[src/rtl/core/imh_pkg.sv]
package imh_pkg;

  localparam int ID_W     = 10;
  localparam int KEY_W    = 32;
  localparam int CNT_W    = 11;
  localparam int ID_DEPTH = 1024;

  localparam logic [2:0] CMD_INSERT = 3'd0;
  localparam logic [2:0] CMD_CHANGE = 3'd1;
  localparam logic [2:0] CMD_REMOVE = 3'd2;
  localparam logic [2:0] CMD_POP    = 3'd3;
  localparam logic [2:0] CMD_CLEAR  = 3'd4;
  localparam logic [2:0] CMD_QUERY  = 3'd5;

  localparam logic [1:0] ST_OK      = 2'd0;
  localparam logic [1:0] ST_PRESENT = 2'd1;
  localparam logic [1:0] ST_ABSENT  = 2'd2;
  localparam logic [1:0] ST_EMPTY   = 2'd3;

  typedef struct packed {
    logic [2:0]              cmd;
    logic signed [KEY_W-1:0] key_value;
    logic [ID_W-1:0]         item_id;
  } in_item_t;

  typedef struct packed {
    logic [1:0]              status;
    logic                    min_valid;
    logic [ID_W-1:0]         min_id;
    logic signed [KEY_W-1:0] min_key;
    logic [ID_W-1:0]         popped_id;
    logic                    query_present;
    logic signed [KEY_W-1:0] query_key;
    logic [CNT_W-1:0]        item_count;
  } out_item_t;

  // Sequencer steps, one-hot; the current step is the command to the datapath.
  typedef enum logic [14:0] {
    S_IDLE  = 15'h0001,
    S_LOOK  = 15'h0002,
    S_LAST1 = 15'h0004,
    S_LAST2 = 15'h0008,
    S_UP    = 15'h0010,
    S_UP_R1 = 15'h0020,
    S_UP_R2 = 15'h0040,
    S_DN    = 15'h0080,
    S_DL1   = 15'h0100,
    S_DL2   = 15'h0200,
    S_DR    = 15'h0400,
    S_FIN   = 15'h0800,
    S_FIN1  = 15'h1000,
    S_FIN2  = 15'h2000,
    S_CLR   = 15'h4000
  } step_t;

  typedef struct packed {
    logic       in_xfer;
    logic [2:0] cmd;
    logic       valid_id;
    logic       present;
    logic       empty;
    logic       last_only;
    logic       pos_last;
    logic       rm_down;
    logic       at_root;
    logic       up_move;
    logic       try_down;
    logic       moved;
    logic       lc_ok;
    logic       rc_ok;
    logic       dn_move;
    logic       clr_done;
    logic       out_free;
  } dp_status_t;

endpackage

[src/rtl/core/imh_ctrl.sv]
module imh_ctrl (
  input  logic                clk,
  input  logic                rst,
  input  imh_pkg::dp_status_t stat,
  output imh_pkg::step_t      step,
  output logic                in_stall
);
  import imh_pkg::*;

  step_t step_next;
  logic  clr_reset;

  // The input side is open only between operations.
  assign in_stall = (step != S_IDLE);

  // Step register; reset starts a sweep of the presence memory.
  always_ff @(posedge clk) begin
    if (rst) begin
      step      <= S_CLR;
      clr_reset <= 1'b1;
    end else begin
      step <= step_next;
      if (step == S_CLR && stat.clr_done) begin
        clr_reset <= 1'b0;
      end
    end
  end

  // Next step.
  always_comb begin
    step_next = step;
    unique case (step)
      S_IDLE: begin
        if (stat.in_xfer) step_next = S_LOOK;
      end
      S_LOOK: begin
        case (stat.cmd)
          CMD_INSERT: step_next = (stat.valid_id && !stat.present) ? S_UP : S_FIN;
          CMD_CHANGE: step_next = stat.present ? S_UP : S_FIN;
          CMD_REMOVE: begin
            if (!stat.present || stat.pos_last) step_next = S_FIN;
            else step_next = S_LAST1;
          end
          CMD_POP: begin
            if (stat.empty || stat.last_only) step_next = S_FIN;
            else step_next = S_LAST1;
          end
          CMD_CLEAR: step_next = S_CLR;
          default: step_next = S_FIN;
        endcase
      end
      S_LAST1: step_next = S_LAST2;
      S_LAST2: begin
        if (stat.cmd == CMD_POP || stat.rm_down) step_next = S_DN;
        else step_next = S_UP;
      end
      S_UP: begin
        if (!stat.at_root) step_next = S_UP_R1;
        else if (stat.try_down && !stat.moved) step_next = S_DN;
        else step_next = S_FIN;
      end
      S_UP_R1: step_next = S_UP_R2;
      S_UP_R2: begin
        if (stat.up_move) step_next = S_UP;
        else if (stat.try_down && !stat.moved) step_next = S_DN;
        else step_next = S_FIN;
      end
      S_DN: step_next = stat.lc_ok ? S_DL1 : S_FIN;
      S_DL1: step_next = S_DL2;
      S_DL2: begin
        if (stat.rc_ok) step_next = S_DR;
        else step_next = stat.dn_move ? S_DN : S_FIN;
      end
      S_DR: step_next = stat.dn_move ? S_DN : S_FIN;
      S_FIN: step_next = S_FIN1;
      S_FIN1: step_next = S_FIN2;
      S_FIN2: begin
        if (stat.out_free) step_next = S_IDLE;
      end
      S_CLR: begin
        if (stat.clr_done) step_next = clr_reset ? S_IDLE : S_FIN;
      end
      default: step_next = S_IDLE;
    endcase
  end

endmodule

[config.mk]
export PLATFORM = sky130hd
export DESIGN_NAME = imh_ctrl
export DESIGN_NICKNAME = d
export VERILOG_FILES = /design/src/rtl/core/imh_pkg.sv /design/src/rtl/core/imh_ctrl.sv
export SDC_FILE = /design/constraint.sdc
export NUM_CORES = 1
export LEC_CHECK = 0
export BUFFER_PORTS_ARGS = -buffer_cell sky130_fd_sc_hd__buf_2
export CORE_ASPECT_RATIO = 1.75
export CORE_MARGIN = 2
export CORE_UTILIZATION = 44
export DETAILED_ROUTE_END_ITERATION = 7
export HOLD_SLACK_MARGIN = 0.03
export PLACE_DENSITY = 0.85
export SYNTH_ARGS = -nofsm -noshare
export SYNTH_HDL_FRONTEND = slang
export SYNTH_SLANG_ARGS = --single-unit
[constraint.sdc]
create_clock -name clk -period 1.62 [get_ports clk]
set_clock_uncertainty 0.1 [all_clocks]
set_input_delay 0.162 -clock clk [delete_from_list [all_inputs] [get_ports clk]]
set_output_delay 0.162 -clock clk [all_outputs]
set_load 0.03 [all_outputs]
==> results of run 1 <==
-- registers in the layout, indices dropped and copies added, names as in the netlist --
| signal | flops |
|---|---|
| clr_reset | 1 |
| step | 15 |
-- metrics by stage --
stage / std cells / hold slack [ns] / utilization (%) / instance area [sq um]
floorplan: 136 / 0.131 / - / 1140
global placement: 223 / 0.267 / 66.6 / 1550
detailed placement: 223 / 0.271 / 66.6 / 1550
CTS: 233 / 0.0329 / 74.2 / 1730
global route: 239 / 0.0621 / 79.8 / 1860
finish: 239 / 0.0506 / 79.8 / 1860
-- final timing paths --
| kind | from | to | slack (ns) | cells after the start |
|---|---|---|---|---|
| worst max register to register | step[8] | step[0] | -0.24 | 7 |
| worst max-delay path | step[8] | step[0] | -0.24 | 7 |
| worst min-delay path | stat[3] | step[10] | 0.05 | 3 |
| worst min register to register | clr_reset | clr_reset | 0.44 | 1 |
-- final cells by class --
type | instances | area (sq um) | area share [%]
inverters | 7 | 26.3 | 1.41
flip-flops and latches | 16 | 337 | 18.1
multi-input cells | 108 | 897 | 48.2
repair buffers | 79 | 514 | 27.6
well taps | 25 | 31.3 | 1.68
clock buffers | 4 | 55.1 | 2.96
-- cells in the final DEF (no fill, tap or decap), types with 2 or more instances in the layout --
cell / n
nor3_4: 2
or2b_1: 2
o21ai_0: 4
inv_1: 7
dfxtp_2: 10
a31oi_1: 2
nor4b_2: 2
and3_1: 4
nor2_1: 9
or3_4: 2
nor4_4: 4
xor2_1: 4
dfxtp_1: 5
nand3b_1: 2
nor3_2: 3
nor4_1: 2
dlygate4sd3_1: 2
buf_4: 41
nand2_1: 6
a21oi_1: 5
nand2_2: 3
clkbuf_8: 4
buf_2: 35
nand3_4: 2
nor3_1: 8
a22oi_1: 2
nand2b_1: 2
nand4_1: 2
nor4_2: 4
nor3b_1: 2
o32ai_2: 2
nand3_1: 3
-- power by group through the flow --
stage / sequential, uW / clock [uW] / combinational (uW)
after global placement: 444 / 0 / 352
after global routing: 443 / 391 / 534
final: 441 / 369 / 501
after floorplan: 459 / 0 / 197
after detailed placement: 445 / 0 / 362
after CTS: 438 / 368 / 413
-- cell families (layout without fill, tap and decap cells) --
logic type             Yosys count  after routing  share of synthesized area [%]
buffers and inverters           12             90                           4.57
AO/OA/AOI/OAI                   31             31                           19.8
AND/OR/NAND/NOR                 71             71                           41.3
multiplexers                     2              2                           1.94
XOR/XNOR                         4              4                           3.20
flip-flops                      16             16                           29.3
-- what timing repair did --
action	4_1_cts	5_1_grt
pin swaps	6	11
setup endpoints to repair	11	16
gates resized for setup	14	20
hold buffers	1	1
setup buffers	5	5
endpoints found under the hold margin	1	1
-- metal layers --
metal	GRT usage, %	part of all wire (%)
met1	30.6	35
met2	53.5	53
met3	6.98	5.6
met4	18.6	6.0
met5	0	0
-- worst reg2reg max path, stage by stage, from the launching register on --
cell and delay [ns]:
dfxtp_2 0.34, nor4_4 0.31, buf_4 0.20, buf_4 0.13
nand2_2 0.13, o22ai_1 0.29, a311oi_1 0.08, o21a_1 0.20
==> impl_results.md, run 1 <==
* Max Root-Sink Buffers at 2
* Via density at between 6 and 7
* Antenna Nets Post-Route at 0
* # nets final at between 200 and 250
* Sequential-to-total area share from yosys stat at around 29%
* CP Max Fanout at 6
* Area grow syn2layout at 69.9%
* Number of global-route vias before repair at about 1,500
* Register bit count reported by yosys at 16
* Largest net degree at the start of global routing at 13
* CTS buffer count at 3
* Area contributors post-synth: dfxtp_1, nor4_4, nor3_1, nor4_1, nor2_1
* Synth Instances at 136
* WP data arrival at approximately 1.9 ns
* Worst Path Required at around 1.7 ns
* PD cells at 705 mW/mm^2
* Clock slew at reported path FFs at 0.07 ns
* Total grt overflow at 0
* Port-buffer cells at 36
* Place WS at -0.135 ns
* Peak VDD IR at roughly 720 uV
* Status: finished, violations left
* Crit path time final at between 1.5 and 2 ns
* Final Hold Vio Count at 0
* Sequential share of power at between 30% and 40%
* Max stage delay on crit path at roughly 0.34 ns
* # IOs at 37
* RSZ-0062 raised after global routing: true
* Yosys cell types at 44
* DRT iter0 DRCs at approximately 80
* Die Footprint at 0.00292 sq mm
* Power, Total at 1310 uW
* Slew @ Worst Pin at around 0.38 ns
* Initial antenna violation count at 0
* Slowest cell on the critical path: dfxtp_2
* Min-Delay Path Class: in -> reg
* Crit path cell chain: nor4_4 > buf_4 > buf_4 > nand2_2 > o22ai_1 > a311oi_1 > o21a_1
* Total wire length at 4610 um
* Top cell type's share of synthesized area at 29.3%
* Final WS setup at -0.244 ns
* Syn_area_per_cell at between 8 and 9 sq um
* Slew margin rel. at roughly three quarters
* Root buf cell: clkbuf_8
* Number of synthesized flops with an enable pin at 0
* Setup CP Type: reg -> reg
* DRC at 0
* Syn_nets at ~160
* Delay-heaviest family, CP: compound AO/OA/AOI/OAI gates
* Cell Int Power at about 860 uW
* Std-Cell Rows at 23
* DP HPWL at 2870 um
* # diodes at 0
* CP Capture Type: flop
* Mapped cell area at between 0.001 and 0.0015 sq mm
* Most frequent cells after synthesis: dfxtp_1, nor3_1, nor2_1, nand2_1
* Failing checks: negative setup slack
* Initial core utilization at 47.0%
* Die width at 41.7 um
* CP dominant cell by count: buf_4
* Cell taking the most area after synthesis: dfxtp_1
* Vias at between 1,000 and 1,500
* Max-slew violations at 0
* Clk_lat worst skew at 0.26 ns
* Leakage at 0.000846 uW
* F_max at around 540 MHz
* Async set-or-reset flop fraction in the synthesized netlist at 0%
* Global Route Usage Sum at 30.2%
* Layout cells sized above 1 at about three fifths
* Die H at around 70 um
* Max cap viols at 0
* WP buf/inv at 2
* WL per Instance at slightly below 20 um
* # setup viols final at 12
* Critical Path Start Type: flop
* CTS tree: yes
* Clk pwr share at 28.2%
* First-pass GRT wire length at slightly below 7000 um
* Logic pwr share at around two fifths
* Ys flop type: dfxtp_1
* Gp weighted congestion at a little under 0.9
* Core Area at 0.00233 sq mm
* Setup TNS at -1.25 ns
* Clock tree sinks at 16
* Fillers at between 100 and 150
* Yosys warning count at 0
* Final Cycle Share at 115%
* H-tree Lvls at 1
* Switching part of the total at roughly 34%
* Most common cell in the synthesized netlist: dfxtp_1
* Initial DRT Pass Iterations at 4
* NetSw at 450 uW
No activity file was read; power rests on OpenSTA's default activity.
==> run 2: changes to the inputs <==
--- a/config.mk
+++ b/config.mk
@@ -6,12 +6,12 @@
 export NUM_CORES = 1
 export LEC_CHECK = 0
 export BUFFER_PORTS_ARGS = -buffer_cell sky130_fd_sc_hd__buf_2
-export CORE_ASPECT_RATIO = 1.75
 export CORE_MARGIN = 2
-export CORE_UTILIZATION = 44
+export CORE_UTILIZATION = 49
 export DETAILED_ROUTE_END_ITERATION = 7
 export HOLD_SLACK_MARGIN = 0.03
-export PLACE_DENSITY = 0.85
+export PLACE_DENSITY = 0.89
+export SLEW_MARGIN = 25
 export SYNTH_ARGS = -nofsm -noshare
 export SYNTH_HDL_FRONTEND = slang
 export SYNTH_SLANG_ARGS = --single-unit
==> constraint.sdc (replaced) <==
create_clock -name clk -period 1.9 [get_ports clk]
set_clock_uncertainty 0.1 [all_clocks]
set_input_delay 0.19 -clock clk [delete_from_list [all_inputs] [get_ports clk]]
set_output_delay 0.19 -clock clk [all_outputs]
set_load 0.03 [all_outputs]
==> impl_results.md, run 2 (synthesized netlist as in run 1, its figures left out) <==
* Status: finished, violations left
* Failing checks: negative setup slack
* Slew @ Worst Pin at between 0.4 and 0.5 ns
* Final Cycle Share at 101%
* Max stage delay on crit path at 0.37 ns
* Crit path cell chain: nor4_4 > buf_4 > buf_4 > nand4_1 > a31oi_1 > a311oi_1 > o21a_1
* Max cap viols at 0
* Post-route cell area at 0.00155 sq mm
* M2 GR Usage at between 40% and 50%
* WP data arrival at roughly 2 ns
* Core Area at approximately 0.0022 sq mm
* Antenna Nets Post-Route at 0
* CTS tree: yes
* Total grt overflow at 0
* R2R cell count at 7
* Met3 usage at 7.02%
* First-pass GRT wire length at 5210 um
* Clock slew at reported path FFs at ~0.10 ns
* CP Capture Type: flop
* Final Hold Vio Count at 0
* CP Max Fanout at 4
* Fin Hold WS at 0.0919 ns
* # nets final at roughly 210
* Area grow syn2layout at 41.1%
* Std-Cell Rows at 17
* Peak VDD IR at 459 uV
* Worst Path Required at around 2.0 ns
* Total wire length at about 3600 um
* Worst hold stages at 3
* Final WS setup at -0.0139 ns
* Via density at a little over 6
* Fillers at roughly 180
* Min-Delay Path Class: in -> reg
* Global routing's busiest layer: met2
* PD cells at ~600 mW/mm^2
* Met1 GRT Util at roughly 30%
* F_max at around 520 MHz
* Leakage at just under 0.0007 uW
* Max-slew violations at 0
* # IOs at 37
* Initial DRT Pass Iterations at 4
* Clock tree sinks at 16
* CTS buffer count at 3
* Crit path time final at between 1.5 and 2 ns
* DP HPWL at ~2400 um
* Layout cells sized above 1 at around two fifths
* DRT iter0 DRCs at between 100 and 150
* Setup CP Type: reg -> reg
* Largest net degree at the start of global routing at 13
* Clk_lat worst skew at 0.30 ns
* # diodes at 0
* # setup viols final at 1
* Most frequent cells in the layout: buf_2, buf_4, nor3_1, nor2_1, dfxtp_1
* DRC at 0
* RSZ-0062 raised after global routing: true
* Port-buffer cells at 36
* Critical Path Start Type: flop
* Slowest cell on the critical path: dfxtp_4
* Largest regs: step: 15 flops, clr_reset: 1 flops
* Vias at ~1,300
* Reg with most FFs: step
* Leading cell type in the layout, fill and taps excluded: buf_2
* Global Route Usage Sum at approximately 27%
* Root buf cell: clkbuf_4
* Slew margin rel. at around two thirds
* Die H at 51.3 um
* Final core utilization at between 70% and 80%
* H-tree Lvls at 1
* Power, Total at 928 uW
* Max reg flops at 15
* WL per Instance at about 17 um
* Cell Area, Placed at between 0.001 and 0.0015 sq mm
* Die Footprint at 0.00263 sq mm
* Max Root-Sink Buffers at 2
* Gp weighted congestion at 0.967
* Die width at roughly 51 um
* CP dominant cell by count: buf_4
* Number of global-route vias before repair at 1,145
* Initial antenna violation count at 0
* Initial core utilization at ~50%
[run 2: repair_timing]
item | 4_1_cts | 5_1_grt
setup endpoints to repair | 1 | 6
hold endpoints to repair | 4 | 0
gates resized for setup | 9 | 9
setup buffers | 5 | 2
pin swaps | 2 | 5
hold buffers | 4 | 0
[run 2: final timing paths]
kind | end | from | slack [ns]
setup / recovery | step[0] | step[11] | -0.01
setup reg to reg | step[0] | step[11] | -0.01
hold / removal | step[4] | stat[7] | 0.09
hold reg to reg | step[10] | step[9] | 0.44
[run 2: cell type report]
cell class	instances	area [sq um]	share of cell area (%)
Multi-Input combinational cell	108	782	50.6
Clock buffer	4	36.3	2.35
Tap cell	28	35.0	2.27
Sequential cell	16	334	21.6
Timing Repair Buffer	54	332	21.5
Inverter	7	26.3	1.70
[run 2: per-stage QoR]
step                      std cells  setup TNS (ns)  worst slack [ns]
after floorplan                 136               0           0.00414
after global placement          202               0             0.138
after detailed placement        202               0            0.0667
after CTS                       215               0            0.0147
after global routing            217          -0.212           -0.0628
final                           217         -0.0139           -0.0139
[run 2: report_power, final]
part	internal, uW	total (uW)	switching, uW	leakage, uW
combinational	138	316	178	0.000528
clock	117	236	119	0.0000210
sequential	346	376	29.3	0.000134
[run 2: critical path: cells and delay by family (launching register included)]
family / cells / cell delay [ns]
buffers and inverters: 2 / 0.30
AO/OA/AOI/OAI: 3 / 0.58
flip-flops: 1 / 0.37
AND/OR/NAND/NOR: 2 / 0.47
[run 2: routing by layer]
metal / up-vias / routed length (um)
met5: - / 0
met4: 0 / 76
met3: 9 / 333
met2: 87 / 1810
met1: 607 / 1370
li1: 632 / -
